File: src/rtl/hbri_pkg.sv
`timescale 1ns / 1ps

package hbri_pkg;

    // Direction codes as they appear on the result channel.
    localparam logic [1:0] DIR_STOP = 2'd0;
    localparam logic [1:0] DIR_FWD  = 2'd1;
    localparam logic [1:0] DIR_REV  = 2'd2;

    // Interlock state codes as they appear on the result channel.
    localparam logic [1:0] LK_CODE_OFF    = 2'd0;
    localparam logic [1:0] LK_CODE_ACTIVE = 2'd1;
    localparam logic [1:0] LK_CODE_WAIT   = 2'd2;

    localparam int CFG_DATA_W = 16;
    localparam int VEL_W      = 13;
    localparam int TIME_W     = 32;
    localparam int PAUSE_W    = 16;
    localparam int POL_W      = 2;

    typedef enum logic [1:0] {
        CFG_MAX_DUTY  = 2'd0,
        CFG_PAUSE_MS  = 2'd1,
        CFG_FRONT_POL = 2'd2,
        CFG_BACK_POL  = 2'd3
    } t_cfg_idx;

    typedef enum logic [2:0] {
        LK_OFF    = 3'b001,
        LK_ACTIVE = 3'b010,
        LK_WAIT   = 3'b100
    } t_lock;

    typedef struct packed {
        t_lock              lock;
        logic [1:0]         active_dir;
        logic [1:0]         wait_dir;
        logic [1:0]         last_dir;
        logic [TIME_W-1:0]  off_since;
        logic               off_rec;
    } t_lock_st;

    function automatic logic [1:0] lock_code(input t_lock lk);
        logic [1:0] code;
        case (lk)
            LK_ACTIVE: code = LK_CODE_ACTIVE;
            LK_WAIT:   code = LK_CODE_WAIT;
            default:   code = LK_CODE_OFF;
        endcase
        return code;
    endfunction

    // Returns {reverse_enable, forward_enable} for one bridge. A zero polarity
    // disables the bridge; a set sign bit swaps the two inputs.
    function automatic logic [1:0] route_sel(input logic [1:0] dir,
                                             input logic [POL_W-1:0] pol);
        logic [1:0] sel;
        sel = 2'b00;
        if (pol != '0 && dir != DIR_STOP) begin
            if ((dir == DIR_FWD) ^ pol[POL_W-1]) begin
                sel = 2'b01;
            end else begin
                sel = 2'b10;
            end
        end
        return sel;
    endfunction

endpackage

File: src/rtl/hbri_if.sv
`timescale 1ns / 1ps

interface hbri_in_if;
    logic        valid;
    logic        ready;
    logic        kind;
    logic [12:0] velocity;
    logic [31:0] now_ms;

    modport source (output valid, kind, velocity, now_ms, input ready);
    modport sink   (input valid, kind, velocity, now_ms, output ready);
endinterface

interface hbri_cfg_if;
    logic        valid;
    logic        ready;
    logic [1:0]  index;
    logic [15:0] data;

    modport source (output valid, index, data, input ready);
    modport sink   (input valid, index, data, output ready);
endinterface

interface hbri_out_if #(parameter int DUTY_WIDTH = 8);
    logic                  valid;
    logic                  ready;
    logic [DUTY_WIDTH-1:0] applied_duty;
    logic [1:0]            applied_direction;
    logic [1:0]            interlock_state;
    logic [1:0]            pending_direction;
    logic [DUTY_WIDTH-1:0] front_forward_duty;
    logic [DUTY_WIDTH-1:0] front_reverse_duty;
    logic [DUTY_WIDTH-1:0] back_forward_duty;
    logic [DUTY_WIDTH-1:0] back_reverse_duty;

    modport source (output valid, applied_duty, applied_direction, interlock_state,
                    pending_direction, front_forward_duty, front_reverse_duty,
                    back_forward_duty, back_reverse_duty, input ready);
    modport sink   (input valid, applied_duty, applied_direction, interlock_state,
                    pending_direction, front_forward_duty, front_reverse_duty,
                    back_forward_duty, back_reverse_duty, output ready);
endinterface

File: src/rtl/hbri_core.sv
`timescale 1ns / 1ps

module hbri_core import hbri_pkg::*; #(
    parameter int DUTY_WIDTH = 8
) (
    input  logic                   i_kind,
    input  logic [VEL_W-1:0]       i_velocity,
    input  logic [TIME_W-1:0]      i_now_ms,
    input  logic [DUTY_WIDTH-1:0]  i_max_duty,
    input  logic [PAUSE_W-1:0]     i_pause_ms,
    input  logic [POL_W-1:0]       i_front_pol,
    input  logic [POL_W-1:0]       i_back_pol,
    input  t_lock_st               i_st,
    output t_lock_st               o_st,
    output logic [DUTY_WIDTH-1:0]  o_duty,
    output logic [1:0]             o_dir,
    output logic [DUTY_WIDTH-1:0]  o_front_fwd,
    output logic [DUTY_WIDTH-1:0]  o_front_rev,
    output logic [DUTY_WIDTH-1:0]  o_back_fwd,
    output logic [DUTY_WIDTH-1:0]  o_back_rev
);

    localparam int CMP_W = (DUTY_WIDTH > VEL_W + 1) ? DUTY_WIDTH : VEL_W + 1;

    logic [VEL_W:0]          vel_mag;
    logic [CMP_W-1:0]        mag_ext;
    logic [CMP_W-1:0]        lim_ext;
    logic [CMP_W-1:0]        sat_mag;
    logic [DUTY_WIDTH-1:0]   req_duty;
    logic [1:0]              req_dir;
    logic                    in_pause;
    logic [1:0]              front_sel;
    logic [1:0]              back_sel;

    // Magnitude of the request, clipped to the configured limit.
    assign vel_mag  = i_velocity[VEL_W-1] ? ((VEL_W+1)'(0) - {1'b1, i_velocity})
                                          : {1'b0, i_velocity};
    assign mag_ext  = CMP_W'(vel_mag);
    assign lim_ext  = CMP_W'(i_max_duty);
    assign sat_mag  = (mag_ext > lim_ext) ? lim_ext : mag_ext;
    assign req_duty = DUTY_WIDTH'(sat_mag);
    assign req_dir  = (i_kind || sat_mag == '0) ? DIR_STOP
                    : (i_velocity[VEL_W-1] ? DIR_REV : DIR_FWD);

    assign in_pause = (i_now_ms - i_st.off_since) < TIME_W'(i_pause_ms);

    always_comb begin
        o_st   = i_st;
        o_dir  = DIR_STOP;
        o_duty = '0;
        if (req_dir == DIR_STOP) begin
            if (i_st.lock == LK_ACTIVE && i_st.active_dir != DIR_STOP) begin
                o_st.last_dir  = i_st.active_dir;
                o_st.off_since = i_now_ms;
                o_st.off_rec   = 1'b1;
            end
            o_st.active_dir = DIR_STOP;
            o_st.wait_dir   = DIR_STOP;
            o_st.lock       = LK_OFF;
        end else begin
            case (i_st.lock)
                LK_ACTIVE: begin
                    if (req_dir == i_st.active_dir) begin
                        o_dir  = i_st.active_dir;
                        o_duty = req_duty;
                    end else begin
                        o_st.last_dir   = i_st.active_dir;
                        o_st.off_since  = i_now_ms;
                        o_st.off_rec    = 1'b1;
                        o_st.active_dir = DIR_STOP;
                        o_st.wait_dir   = req_dir;
                        o_st.lock       = LK_WAIT;
                    end
                end
                LK_WAIT: begin
                    o_st.wait_dir = req_dir;
                    if (!in_pause) begin
                        o_st.active_dir = req_dir;
                        o_st.wait_dir   = DIR_STOP;
                        o_st.lock       = LK_ACTIVE;
                        o_dir           = req_dir;
                        o_duty          = req_duty;
                    end
                end
                LK_OFF: begin
                    if (i_st.off_rec && i_st.last_dir != DIR_STOP &&
                        req_dir != i_st.last_dir && in_pause) begin
                        o_st.wait_dir = req_dir;
                        o_st.lock     = LK_WAIT;
                    end else begin
                        o_st.active_dir = req_dir;
                        o_st.wait_dir   = DIR_STOP;
                        o_st.lock       = LK_ACTIVE;
                        o_dir           = req_dir;
                        o_duty          = req_duty;
                    end
                end
                default: begin
                    o_st.active_dir = DIR_STOP;
                    o_st.wait_dir   = DIR_STOP;
                    o_st.lock       = LK_OFF;
                end
            endcase
        end
    end

    assign front_sel   = route_sel(o_dir, i_front_pol);
    assign back_sel    = route_sel(o_dir, i_back_pol);
    assign o_front_fwd = front_sel[0] ? o_duty : '0;
    assign o_front_rev = front_sel[1] ? o_duty : '0;
    assign o_back_fwd  = back_sel[0]  ? o_duty : '0;
    assign o_back_rev  = back_sel[1]  ? o_duty : '0;

endmodule

File: src/rtl/hbridge_reversal_interlock.sv
`timescale 1ns / 1ps

// Channel   Direction  Handshake      Payload
// i_in      in         valid/ready    kind, velocity, now_ms
// i_cfg     in         valid/ready    index, data (always ready)
// o_out     out        valid/ready    duty, direction, lock state, pending, bridge duties
//
// A request accepted into the input register moves on to the result register
// once that register is empty or being drained, and its result is then held
// on o_out until taken. A new request is accepted every cycle while results
// are being taken; the interlock state register closes its loop through the
// core's combinational logic, so each request sees the state left by the last.
// Reset (synchronous, active low) empties both registers and returns the
// interlock to off with reset configuration. A stalled result holds the input
// register, and the input side stalls only when both registers are full.

module hbridge_reversal_interlock import hbri_pkg::*; #(
    parameter int DUTY_WIDTH = 8
) (
    input  logic       i_clk,
    input  logic       i_rst_n,
    hbri_in_if.sink    i_in,
    hbri_cfg_if.sink   i_cfg,
    hbri_out_if.source o_out
);

    // Configuration registers. The duty limit is eight bits wide at the port
    // and is cut or widened to the duty width here.
    logic [DUTY_WIDTH-1:0] r_max_duty;
    logic [PAUSE_W-1:0]    r_pause_ms;
    logic [POL_W-1:0]      r_front_pol;
    logic [POL_W-1:0]      r_back_pol;
    logic [DUTY_WIDTH+7:0] cfg_duty_ext;
    logic [DUTY_WIDTH+7:0] rst_duty_ext;

    // Input register.
    logic                  r_in_valid;
    logic                  r_kind;
    logic [VEL_W-1:0]      r_velocity;
    logic [TIME_W-1:0]     r_now_ms;

    // Interlock state.
    t_lock_st              r_st;
    t_lock_st              n_st;

    // Result register.
    logic                  r_out_valid;
    logic [DUTY_WIDTH-1:0] r_duty;
    logic [1:0]            r_dir;
    logic [1:0]            r_lock_code;
    logic [1:0]            r_pend;
    logic [DUTY_WIDTH-1:0] r_front_fwd;
    logic [DUTY_WIDTH-1:0] r_front_rev;
    logic [DUTY_WIDTH-1:0] r_back_fwd;
    logic [DUTY_WIDTH-1:0] r_back_rev;

    logic [DUTY_WIDTH-1:0] n_duty;
    logic [1:0]            n_dir;
    logic [DUTY_WIDTH-1:0] n_front_fwd;
    logic [DUTY_WIDTH-1:0] n_front_rev;
    logic [DUTY_WIDTH-1:0] n_back_fwd;
    logic [DUTY_WIDTH-1:0] n_back_rev;

    logic                  advance;
    logic                  in_take;

    // The held request moves into the result register whenever that register
    // is empty or being drained this cycle.
    assign advance  = r_in_valid && (!r_out_valid || o_out.ready);
    assign in_take  = i_in.valid && i_in.ready;
    assign i_in.ready  = !r_in_valid || advance;
    assign i_cfg.ready = 1'b1;

    assign cfg_duty_ext = {DUTY_WIDTH'(0), i_cfg.data[7:0]};
    assign rst_duty_ext = {DUTY_WIDTH'(0), 8'hFF};

    always_ff @(posedge i_clk) begin
        if (!i_rst_n) begin
            r_max_duty  <= rst_duty_ext[DUTY_WIDTH-1:0];
            r_pause_ms  <= PAUSE_W'(250);
            r_front_pol <= POL_W'(1);
            r_back_pol  <= POL_W'(1);
        end else if (i_cfg.valid) begin
            case (t_cfg_idx'(i_cfg.index))
                CFG_MAX_DUTY:  r_max_duty  <= cfg_duty_ext[DUTY_WIDTH-1:0];
                CFG_PAUSE_MS:  r_pause_ms  <= i_cfg.data[PAUSE_W-1:0];
                CFG_FRONT_POL: r_front_pol <= i_cfg.data[POL_W-1:0];
                CFG_BACK_POL:  r_back_pol  <= i_cfg.data[POL_W-1:0];
                default: begin
                end
            endcase
        end
    end

    always_ff @(posedge i_clk) begin
        if (!i_rst_n) begin
            r_in_valid <= 1'b0;
        end else if (in_take) begin
            r_in_valid <= 1'b1;
        end else if (advance) begin
            r_in_valid <= 1'b0;
        end
    end

    always_ff @(posedge i_clk) begin
        if (in_take) begin
            r_kind     <= i_in.kind;
            r_velocity <= i_in.velocity;
            r_now_ms   <= i_in.now_ms;
        end
    end

    hbri_core #(
        .DUTY_WIDTH (DUTY_WIDTH)
    ) u_core (
        .i_kind      (r_kind),
        .i_velocity  (r_velocity),
        .i_now_ms    (r_now_ms),
        .i_max_duty  (r_max_duty),
        .i_pause_ms  (r_pause_ms),
        .i_front_pol (r_front_pol),
        .i_back_pol  (r_back_pol),
        .i_st        (r_st),
        .o_st        (n_st),
        .o_duty      (n_duty),
        .o_dir       (n_dir),
        .o_front_fwd (n_front_fwd),
        .o_front_rev (n_front_rev),
        .o_back_fwd  (n_back_fwd),
        .o_back_rev  (n_back_rev)
    );

    // The interlock state commits only when a request actually completes.
    always_ff @(posedge i_clk) begin
        if (!i_rst_n) begin
            r_st.lock       <= LK_OFF;
            r_st.active_dir <= DIR_STOP;
            r_st.wait_dir   <= DIR_STOP;
            r_st.last_dir   <= DIR_STOP;
            r_st.off_since  <= '0;
            r_st.off_rec    <= 1'b0;
        end else if (advance) begin
            r_st <= n_st;
        end
    end

    always_ff @(posedge i_clk) begin
        if (!i_rst_n) begin
            r_out_valid <= 1'b0;
        end else if (advance) begin
            r_out_valid <= 1'b1;
        end else if (o_out.ready) begin
            r_out_valid <= 1'b0;
        end
    end

    always_ff @(posedge i_clk) begin
        if (advance) begin
            r_duty      <= n_duty;
            r_dir       <= n_dir;
            r_lock_code <= lock_code(n_st.lock);
            r_pend      <= n_st.wait_dir;
            r_front_fwd <= n_front_fwd;
            r_front_rev <= n_front_rev;
            r_back_fwd  <= n_back_fwd;
            r_back_rev  <= n_back_rev;
        end
    end

    assign o_out.valid              = r_out_valid;
    assign o_out.applied_duty       = r_duty;
    assign o_out.applied_direction  = r_dir;
    assign o_out.interlock_state    = r_lock_code;
    assign o_out.pending_direction  = r_pend;
    assign o_out.front_forward_duty = r_front_fwd;
    assign o_out.front_reverse_duty = r_front_rev;
    assign o_out.back_forward_duty  = r_back_fwd;
    assign o_out.back_reverse_duty  = r_back_rev;

endmodule

File: src/flat_wrapper.sv
// flat-port wrapper written by rule: the top's interface ports become plain ports
module hbridge_reversal_interlock_flat import hbri_pkg::*;
#(
    parameter int DUTY_WIDTH = 8
)
  (i_clk, i_rst_n, i_in_valid, i_in_kind, i_in_velocity, i_in_now_ms, i_in_ready, i_cfg_valid, i_cfg_index, i_cfg_data, i_cfg_ready, o_out_valid, o_out_applied_duty, o_out_applied_direction, o_out_interlock_state, o_out_pending_direction, o_out_front_forward_duty, o_out_front_reverse_duty, o_out_back_forward_duty, o_out_back_reverse_duty, o_out_ready);
  hbri_in_if i_in_i ();
  hbri_cfg_if i_cfg_i ();
  hbri_out_if #(.DUTY_WIDTH(DUTY_WIDTH)) o_out_i ();
  input  logic i_clk;
  input  logic i_rst_n;
  input wire logic [$bits(i_in_i.valid)-1:0] i_in_valid;
  input wire logic [$bits(i_in_i.kind)-1:0] i_in_kind;
  input wire logic [$bits(i_in_i.velocity)-1:0] i_in_velocity;
  input wire logic [$bits(i_in_i.now_ms)-1:0] i_in_now_ms;
  output wire logic [$bits(i_in_i.ready)-1:0] i_in_ready;
  input wire logic [$bits(i_cfg_i.valid)-1:0] i_cfg_valid;
  input wire logic [$bits(i_cfg_i.index)-1:0] i_cfg_index;
  input wire logic [$bits(i_cfg_i.data)-1:0] i_cfg_data;
  output wire logic [$bits(i_cfg_i.ready)-1:0] i_cfg_ready;
  output wire logic [$bits(o_out_i.valid)-1:0] o_out_valid;
  output wire logic [$bits(o_out_i.applied_duty)-1:0] o_out_applied_duty;
  output wire logic [$bits(o_out_i.applied_direction)-1:0] o_out_applied_direction;
  output wire logic [$bits(o_out_i.interlock_state)-1:0] o_out_interlock_state;
  output wire logic [$bits(o_out_i.pending_direction)-1:0] o_out_pending_direction;
  output wire logic [$bits(o_out_i.front_forward_duty)-1:0] o_out_front_forward_duty;
  output wire logic [$bits(o_out_i.front_reverse_duty)-1:0] o_out_front_reverse_duty;
  output wire logic [$bits(o_out_i.back_forward_duty)-1:0] o_out_back_forward_duty;
  output wire logic [$bits(o_out_i.back_reverse_duty)-1:0] o_out_back_reverse_duty;
  input wire logic [$bits(o_out_i.ready)-1:0] o_out_ready;
  assign i_in_i.valid = i_in_valid;
  assign i_in_i.kind = i_in_kind;
  assign i_in_i.velocity = i_in_velocity;
  assign i_in_i.now_ms = i_in_now_ms;
  assign i_in_ready = i_in_i.ready;
  assign i_cfg_i.valid = i_cfg_valid;
  assign i_cfg_i.index = i_cfg_index;
  assign i_cfg_i.data = i_cfg_data;
  assign i_cfg_ready = i_cfg_i.ready;
  assign o_out_valid = o_out_i.valid;
  assign o_out_applied_duty = o_out_i.applied_duty;
  assign o_out_applied_direction = o_out_i.applied_direction;
  assign o_out_interlock_state = o_out_i.interlock_state;
  assign o_out_pending_direction = o_out_i.pending_direction;
  assign o_out_front_forward_duty = o_out_i.front_forward_duty;
  assign o_out_front_reverse_duty = o_out_i.front_reverse_duty;
  assign o_out_back_forward_duty = o_out_i.back_forward_duty;
  assign o_out_back_reverse_duty = o_out_i.back_reverse_duty;
  assign o_out_i.ready = o_out_ready;
  hbridge_reversal_interlock #(.DUTY_WIDTH(DUTY_WIDTH)) u_core (.i_clk(i_clk), .i_rst_n(i_rst_n), .i_in(i_in_i), .i_cfg(i_cfg_i), .o_out(o_out_i));
endmodule
File: config.mk
export PLATFORM = sky130hd
export DESIGN_NAME = hbridge_reversal_interlock_flat
export DESIGN_NICKNAME = d
export VERILOG_FILES = /design/src/rtl/hbri_pkg.sv /design/src/rtl/hbri_if.sv /design/src/rtl/hbri_core.sv /design/src/rtl/hbridge_reversal_interlock.sv /design/src/flat_wrapper.sv
export SDC_FILE = /design/constraint.sdc
export NUM_CORES = 1
export LEC_CHECK = 0
export BUFFER_PORTS_ARGS = -buffer_cell sky130_fd_sc_hd__buf_2
export CAP_MARGIN = 20
export CORE_AREA = 4 4 191 119
export CTS_CLUSTER_DIAMETER = 120
export DETAILED_ROUTE_END_ITERATION = 8
export DIE_AREA = 0 0 195 123
export PLACE_DENSITY_LB_ADDON = 0.05
export RECOVER_POWER = 25
export SETUP_SLACK_MARGIN = 0.1
export SLEW_MARGIN = 20
export SYNTH_ARGS = -nofsm -noshare
export SYNTH_HDL_FRONTEND = slang
export SYNTH_SLANG_ARGS = --single-unit
File: constraint.sdc
create_clock -name i_clk -period 11.15 [get_ports i_clk]
set_clock_uncertainty 0.05 [all_clocks]
set_input_delay 0 -clock i_clk [delete_from_list [all_inputs] [get_ports i_clk]]
set_output_delay 0 -clock i_clk [all_outputs]
set_load 0.01 [all_outputs]
# Word level (Yosys, flattened, before mapping)
# Cells that the tools add are included.
# word_totals
register_bits,164
inputBits,69
# op_classes
n_addsub,2
order_cmp,2
eq_ne,16
muxes,32
bitwise,2
n_reduce_logical,30
# op_table
operator,n
two-way mux 42 bit,2
two-way mux 35 bit,2
less-than comparator 32 x 16 -> 1 bit,1
two-way mux 8 bit,4
subtractor 32 bit,1
two-way mux 14 bit,2
two-way mux 2 bit,12
case mux 8 bit (3 select lines),1
case mux 7 bit (3 select lines),1
nonzero test 2 bit,8
greater-than comparator 14 x 8 -> 1 bit,1
logical NOT 14 bit,1
subtractor 1 x 14 -> 14 bit (first input constant),1
inequality test 3 bit (second input constant),3
logical AND 1 bit,8
AND reduction 2 bit,4
AND reduction 4 bit,2
two-way mux 7 bit,1
equality test 3 x 2 -> 1 bit (second input constant),2
equality test 3 bit (second input constant),2
case mux 2 bit (3 select lines),1
equality test 2 x 1 -> 1 bit (second input constant),2
equality test 2 bit (second input constant),2
logical NOT 2 bit,2
other kinds (11),18

# Longest topological paths before layout
# Gate-level depths: netlist of the first run.
# depth
ltp_word,17
ltp_mapped,21
ltp_nobuf,19

# Modules after synthesis
# From an unflattened synthesis of the first run, not the netlist that was laid out.
# unflattened
hier_cells,1033
area_unflattened_um2,10065.9
# by_module_without_submodules
mod,instances,cells_per_inst,area_per_inst_um2,seq_area_each_um2
hbridge_reversal_interlock,1,404,5599.1,4204.0
hbri_core,1,629,4466.8,0.0

# Worst setup path after synthesis of the first run
# No wires, ideal clock.
# synth_path
path_type,flip-flop to flip-flop
start,register u_core.r_now_ms[0]
end,"register u_core.r_back_fwd[1] (netlist: u_core.o_out.back_forward_duty[1]), data pin"
setup_time_ns,0.278
arrival_ns,4.315
required_time_ns,10.822
path_slack_ns,6.507
stages_incl_launch_ff,22
path_buffers,2
path_cell_list,edfxtp_1 -> inv_1 -> ha_1 -> inv_1 -> fa_1 -> a211oi_1 -> o21ai_0 -> a2bb2oi_1 -> nand2_1 -> xor2_1 -> ha_1 -> a21oi_1 -> nand2_1 -> a221o_1 -> nor4_1 -> nand4_1 -> nor4bb_1 -> nand4b_1 -> buf_6 -> o21ai_2 -> buf_6 -> a211oi_1
# synth_between
elab_chain_cells,10
word_cells_on_any_way,17
# synth_rtl
item,line,rtl
from (decl),hbridge_reversal_interlock.sv:40,logic [TIME_W-1:0] r_now_ms;
from (signal assigned),hbridge_reversal_interlock.sv:109,r_now_ms <= i_in.now_ms;
subtractor 32 bit *,hbri_core.sv:45,assign in_pause = (i_now_ms - i_st.off_since) < TIME_W'(i_pause_ms);
less-than comparator 32 x 16 -> 1 bit *,hbri_core.sv:45,
logical AND 1 bit,hbri_core.sv:87,req_dir != i_st.last_dir && in_pause) begin
two-way mux 2 bit,hbri_core.sv:86,if (i_st.off_rec && i_st.last_dir != DIR_STOP &&
case mux 2 bit (3 select lines),hbri_core.sv:61,case (i_st.lock)
two-way mux 2 bit,hbri_core.sv:51,if (req_dir == DIR_STOP) begin
equality test 2 x 1 -> 1 bit,hbri_pkg.sv:60,if ((dir == DIR_FWD) ^ pol[POL_W-1]) begin
XOR 1 bit,hbri_pkg.sv:60,
two-way mux 2 bit,hbri_pkg.sv:60,
two-way mux 2 bit,hbri_pkg.sv:59,if (pol != '0 && dir != DIR_STOP) begin
to (signal assigned),hbridge_reversal_interlock.sv:165,r_back_fwd <= n_back_fwd;
to (decl),hbridge_reversal_interlock.sv:54,logic [DUTY_WIDTH-1:0] r_back_fwd;
# Every way passes the cells marked *; elsewhere a longest branch is shown, timed or not.
# A chain may end at the register's enable or synchronous reset.

# Worst setup path after layout of the first run
# layout_path
start,register u_core.r_now_ms[0]
end,"register u_core.r_front_fwd[1] (netlist: u_core.o_out.front_forward_duty[1]), data pin"
# layout_between
elab_chain_cells,10
word_cells_on_any_way,17
# layout_rtl
item,line,rtl
subtractor 32 bit *,hbri_core.sv:45,
less-than comparator 32 x 16 -> 1 bit *,hbri_core.sv:45,
logical AND 1 bit,hbri_core.sv:87,
two-way mux 2 bit,hbri_core.sv:86,
case mux 2 bit (3 select lines),hbri_core.sv:61,
two-way mux 2 bit,hbri_core.sv:51,
equality test 2 x 1 -> 1 bit,hbri_pkg.sv:60,
XOR 1 bit,hbri_pkg.sv:60,
two-way mux 2 bit,hbri_pkg.sv:60,
two-way mux 2 bit,hbri_pkg.sv:59,
to (signal assigned),hbridge_reversal_interlock.sv:163,r_front_fwd <= n_front_fwd;
to (decl),hbridge_reversal_interlock.sv:52,logic [DUTY_WIDTH-1:0] r_front_fwd;
# Marks and branches as above.

==> impl_metrics.csv, run 1 <==
group,metric,value,unit
pwr,switching_share,0.274,
layout,diodes,0,
global_routing,antenna_found_initial,0,
setup_path,critPathBufInv,2,
drt,wl_per_cell,16.1,um
clock_network,clock_path_buffers,2,
pwr,power.switching,402,uW
pwr,power_frac_clock,0.386,
yosys,ys_seq_elements,164,
yosys,async_flop_share,0,
yosys,syn_area,9260,sq um
yosys,synth_nets,1078,
clock_network,cts_tree,"yes",
clock_network,root_buffer,"clkbuf_16",
clock_network,ctsHoldBuffers,72,
setup_path,crit_path_end_kind,"flop",
yosys,avgSynthCellArea,9.72,sq um
pwr,p_int,1.07,mW
pwr,seq_power_share,0.465,
floorplanning,rows,41,
layout,finalNonFillerCells,1427,
floorplanning,core,20800,sq um
floorplanning,fp.dieW,195,um
sta,finalCritPeriodShare,0.540,
global_routing,track_usage,0.197,
yosys,synthCells,953,
global_routing,grt_pass1_wl,37.8,mm
sta,hold_violations,0,
layout,nets,1260,
drt,avgViaCountPerCell,5.25,
floorplanning,dieHeight,123,um
pwr,p_comb_frac,0.149,
setup_path,crit_family,"compound AO/OA/AOI/OAI gates",
sta,tns,0,ps
setup_path,cp_max_fo,12,
sta,fin_crit,6020,ps
clock_network,postCtsResizedCells,0,
clock_network,clock_latency,440,ps
yosys,synth.distinct_cells,79,
sta,rsz0062_at_grt,"false",
setup_path,path_cells,"inv_1, ha_1, inv_1, fa_1, a211oi_1, o21ai_0, a2bb2oi_1, nand2_1, xor2_1, ha_1, a21oi_1, nand2_1, a221o_1, nor4_1, nand4_1, nor4bb_1, nand4b_1, o21ai_2, a211oi_1",
layout,drive_gt1_frac,0.134,
drt,drt.antenna.violating_nets,0,
sta,holdWs,212,ps
drt,route.detailed.drc,0,
drt,wl,23.0,mm
global_routing,grt_start_max_net_pins,55,
placement,gp_congestion,0.844,
pwr,vdd_drop_max,0.117,mV
setup_path,cp-start-kind,"flop",
sta,tightestPinTransition,1020,ps
clock_network,cts.sinks,164,
sta,finalSetupViolCount,0,
layout,layout_common_cells,"95 x a21oi_1, 92 x edfxtp_1, 91 x nand2_1",
pwr,powerDensity,130,nW/um^2
drt,vias,7492,
clock_network,cts_buffers,17,
floorplanning,start_util,0.445,
pwr,leakage,4.27,nW
layout,mostFrequentLayoutCell,"a21oi_1",
yosys,yosys_most_used_dff,"edfxtp_1",
run_status,outcome,"completed",
setup_path,cp_slowest_cell,"nand4b_1",
layout,area_growth_syn_to_layout,21.9,%
sta,max_freq,0.166,GHz
floorplanning,io_pins,118,
setup_path,crit_arrival,6130,ps
drt,firstDrtPassIters,5,
setup_path,worstSetupPathType,"reg2reg",
global_routing,overflow,0,
run,maxCapViolCount,0,
clock_network,post-cts-setup-buffers,0,
floorplanning,dieArea,24000,sq um
clock_network,clkSlewWorstSetupHoldPaths,70,ps
clock_network,htree_num_levels,4,
yosys,yosys_warnings,0,
placement,hpwl,16.7,mm
drt,drtIter0Drc,621,
yosys,ys_seq_area_frac,0.454,
yosys,synth_edf_count,92,
min_path,hold_class,"in2reg",
sta,max-slew-margin-rel,0.320,
placement,port-buffer-count,116,
sta,final_max_slew_viol_count,0,
placement,dp_cells,1323,
setup_path,cp.required,11260,ps
setup_path,slowest_delay,800,ps
global_routing,grt_pass1_vias,7107,
-- Yosys cell counts (5+ instances only) --
master | instances | share of area
a211oi_1 | 14 | 0.011
a21o_1 | 16 | 0.013
a21oi_1 | 95 | 0.051
a22oi_1 | 5 | 0.0041
a31oi_1 | 6 | 0.0041
buf_2 | 6 | 0.0032
buf_6 | 7 | 0.0085
clkbuf_1 | 14 | 0.0057
dfxtp_1 | 72 | 0.16
edfxtp_1 | 92 | 0.30
ha_1 | 55 | 0.074
inv_1 | 89 | 0.036
mux2i_1 | 41 | 0.044
nand2_1 | 91 | 0.037
nand2b_1 | 17 | 0.011
nand3_1 | 17 | 0.0092
nand4_1 | 12 | 0.0081
nor2_1 | 79 | 0.032
nor2b_1 | 5 | 0.0034
nor3_1 | 10 | 0.0054
nor4_1 | 9 | 0.0061
o211ai_1 | 23 | 0.019
o211ai_2 | 8 | 0.011
o21a_1 | 8 | 0.0065
o21ai_0 | 40 | 0.022
o22ai_1 | 6 | 0.0041
o31ai_1 | 6 | 0.0049
or3_1 | 5 | 0.0034
xnor2_1 | 13 | 0.012
xor2_1 | 11 | 0.010
-- worst paths after layout --
check | start | to | slack, ps | depth (start not counted)
min reg2reg | u_core.r_pause_ms[10] | u_core.r_pause_ms[10] | 410 | 2
max reg2reg | u_core.r_now_ms[0] | u_core.o_out.front_forward_duty[1] | 5130 | 19
max | u_core.r_now_ms[0] | u_core.o_out.front_forward_duty[1] | 5130 | 19
min | i_in_velocity[10] | u_core.r_velocity[10] | 210 | 2
-- power groups by stage --
stage | clock network, mW | logic [mW] | registers, mW
2_1_floorplan | 0 | 0.135 | 0.697
3_3_place_gp | 0 | 0.200 | 0.697
3_5_place_dp | 0 | 0.200 | 0.697
4_1_cts | 0.584 | 0.220 | 0.683
5_1_grt | 0.605 | 0.247 | 0.686
6_report | 0.567 | 0.219 | 0.683
-- cell type report --
cell class              count  area, sq um
clock buffers              21          470
clock inverters            11         92.6
fillers                  1961         9530
inverters                  90          338
multi-input cells         670         4550
flip-flops and latches    164         4200
well taps                 279          349
repair buffers            192         1290
-- sequential cells by signal, summed over array words and instances, names as in the netlist, 2 cells and up --
signal / flops
u_core.r_st: 42
u_core.r_max_duty: 8
u_core.o_out.front_reverse_duty: 8
u_core.o_out.interlock_state: 2
u_core.o_out.front_forward_duty: 8
u_core.r_front_pol: 2
u_core.o_out.applied_direction: 2
u_core.r_back_pol: 2
u_core.r_now_ms: 32
u_core.o_out.applied_duty: 8
u_core.r_velocity: 13
u_core.o_out.back_reverse_duty: 8
u_core.r_pause_ms: 16
u_core.o_out.back_forward_duty: 8
u_core.o_out.pending_direction: 2
-- logic make-up (layout without fill, tap and decap cells) --
logic type,count (synthesis),in the layout,share of synthesized area
other cells,1,1,0.000405
fa+ha+maj,56,56,0.0764
simple gates,275,275,0.143
flops,164,164,0.454
buf+inv,119,314,0.0552
compound gates,271,271,0.202
mux,43,43,0.0467
xor+xnor,24,24,0.0227
-- per-layer routing --
| layer | GRT usage | part of all wire | routed length (um) |
|---|---|---|---|
| met1 | 0.297 | 0.52 | 11900 |
| met2 | 0.290 | 0.42 | 9640 |
| met3 | 0.0425 | 0.053 | 1220 |
| met4 | 0.0471 | 0.0095 | 218 |
| met5 | 0 | 0 | 0 |
-- per-stage QoR --
step           instance area, sq um  worst slack [ps]  utilization  power [mW]
2_1_floorplan                  9260              6510            -       0.831
3_3_place_gp                  10100              5310        0.483       0.896
3_5_place_dp                  10100              5120        0.483       0.896
4_1_cts                       11300              5110        0.544        1.49
5_1_grt                       11300              4610        0.542        1.54
6_report                      11300              5130        0.542        1.47
Power figures use the tool's default switching activity.
==> run 2: changes to the inputs <==
==> constraint.sdc (replaced) <==
create_clock -name i_clk -period 5 [get_ports i_clk]
set_clock_uncertainty 0.05 [all_clocks]
set_input_delay 0 -clock i_clk [delete_from_list [all_inputs] [get_ports i_clk]]
set_output_delay 0 -clock i_clk [all_outputs]
set_load 0.01 [all_outputs]
==> impl_metrics.csv, run 2 (synthesis gave the netlist of run 1 again) <==
group,metric,value,unit
pwr,powerDensity,281,nW/um^2
placement,dp_slack,-52.3,ps
layout,diodes,0,
sta,finalCritPeriodShare,0.932,
global_routing,overflow,0,
layout,layout_common_cells,"92 x edfxtp_1, 90 x nand2_1, 89 x buf_2",
clock_network,clock_latency,440,ps
layout,multi_input_area,4730,sq um
sta,tightestPinTransition,1150,ps
global_routing,grt_pass1_vias,7352,
placement,gp_congestion,0.859,
placement,place_area,10200,sq um
layout,design_area,11700,sq um
pwr,p_int,2.38,mW
pwr,power.switching,912,uW
layout,regMostFlops,"u_core.r_st",
drt,avgViaCountPerCell,5.29,
sta,finalSetupViolCount,0,
global_routing,grt_start_max_net_pins,55,
drt,wl,23.8,mm
layout,nFillCells,1925,
floorplanning,io_pins,118,
layout,mostFrequentLayoutCell,"edfxtp_1",
run_status,outcome,"completed",
layout,area_growth_syn_to_layout,26.4,%
drt,drtIter0Drc,582,
clock_network,cts.sinks,164,
floorplanning,fp.dieW,195,um
global_routing,grt_pass1_wl,39.0,mm
clock_network,cts_buffers,17,
clock_network,root_buffer,"clkbuf_16",
floorplanning,rows,41,
sta,final_max_slew_viol_count,0,
clock_network,clock_path_buffers,2,
setup_path,cp.required,5100,ps
layout,nets,1288,
pwr,p_comb_frac,0.163,
drt,vias,7703,
setup_path,cp_max_fo,8,
pwr,vdd_drop_max,0.330,mV
sta,hold_violations,0,
pwr,seq_power_share,0.463,
layout,regArea,4200,sq um
clock_network,htree_num_levels,4,
layout,top_regs,"u_core.r_st (42), u_core.r_now_ms (32), u_core.r_pause_ms (16)",
floorplanning,dieArea,24000,sq um
drt,wl_per_cell,16.4,um
sta,layout_setup_ws,341,ps
min_path,hold_class,"in2reg",
setup_path,crit_path_end_kind,"flop",
layout,drive_gt1_frac,0.180,
pwr,power_frac_clock,0.375,
drt,firstDrtPassIters,5,
floorplanning,core,20800,sq um
global_routing,track_usage,0.202,
pwr,switching_share,0.277,
setup_path,crit_arrival,4760,ps
floorplanning,start_util,0.445,
setup_path,cp-start-kind,"flop",
sta,rsz0062_at_grt,"true",
pwr,leakage,4.41,nW
placement,hpwl,17.0,mm
placement,port-buffer-count,116,
run,maxCapViolCount,0,
sta,max_freq,0.215,GHz
global_routing,antenna_found_initial,0,
sta,fin_crit,4660,ps
clock_network,clkSlewWorstSetupHoldPaths,70,ps
sta,max-slew-margin-rel,0.229,
drt,drt.antenna.violating_nets,0,
layout,largest_reg_flops,42,
drt,route.detailed.drc,0,
setup_path,worstSetupPathType,"reg2reg",
floorplanning,dieHeight,123,um
clock_network,cts_tree,"yes",
[run 2: cell types whose count changed in the layout (fill, tap and decap cells not counted), moves of 4 or more]
cell,change
a21oi_1,-10
buf_4,+23
a211oi_1,-4
a21oi_2,+10
o211ai_4,+5
o211ai_2,-5
buf_6,+5
o21ai_0,-5
[run 2: layout make-up]
type                            count  share of cell area
Multi-Input combinational cell    670               0.404
Sequential cell                   164               0.359
Timing Repair Buffer              220               0.132
Clock buffer                       19              0.0378
Tap cell                          279              0.0298
Inverter                           90              0.0288
Clock inverter                     13             0.00855
[run 2: worst paths after layout]
path                                       startpoint                           endpoint  slack [ps]  cells past startpoint
worst max-delay path               u_core.r_now_ms[0]  u_core.o_out.back_forward_duty[1]         340                     22
worst min-delay path                   i_cfg_index[0]               u_core.r_back_pol[0]          10                      4
worst max register to register     u_core.r_now_ms[0]  u_core.o_out.back_forward_duty[1]         340                     22
worst min register to register  u_core.r_pause_ms[11]              u_core.r_pause_ms[11]         410                      2
[run 2: worst max-delay path, stage by stage, from the launching register on]
cell       delay [ps]
edfxtp_1          390
inv_1              70
ha_2              180
inv_2              40
fa_2              360
a211oi_4          270
o21ai_2            90
a2bb2oi_2         210
nand2_2            90
xor2_1            150
ha_1              340
a21oi_2           140
nand2_1            60
a221o_1           300
nor4_2            260
nand4_1           130
nor4bb_1          280
buf_4             170
nand4b_1          130
buf_6             210
o2111ai_4         210
buf_6             170
a211oi_1           70
[run 2: power groups by stage]
stage	combinational, mW	sequential, mW	clock (mW)
final	0.534	1.52	1.23
after detailed placement	0.465	1.55	0
after CTS	0.511	1.52	1.26
after global placement	0.463	1.55	0
after floorplan	0.301	1.55	0
after global routing	0.598	1.53	1.32
[run 2: metal layers]
metal / track usage / share of wire / vias to the layer above
met4: 0.0484 / 0.013 / 0
met5: 0 / 0 / -
met1: 0.300 / 0.51 / 3588
met3: 0.0441 / 0.047 / 23
li1: - / - / 3911
met2: 0.301 / 0.43 / 181
[run 2: timing repair]
action                     4_1_cts  5_1_grt
hold endpoints to repair        80        0
gates cloned                     0        1
pin swaps                        1       14
gates resized for setup          3       47
hold buffers                    70        0
buffers inserted                 1        7
setup endpoints to repair       41       87
[run 2: stage by stage]
stage          instances  hold slack (ps)  power [mW]  setup TNS [ps]  utilization
2_1_floorplan        953             48.9        1.85               0            -
3_3_place_gp        1344              126        2.01               0        0.491
3_5_place_dp        1344              128        2.02            -555        0.491
4_1_cts             1447             4.89        3.29               0        0.552
5_1_grt             1455             2.74        3.45           -58.5        0.562
6_report            1455             11.9        3.29               0        0.562
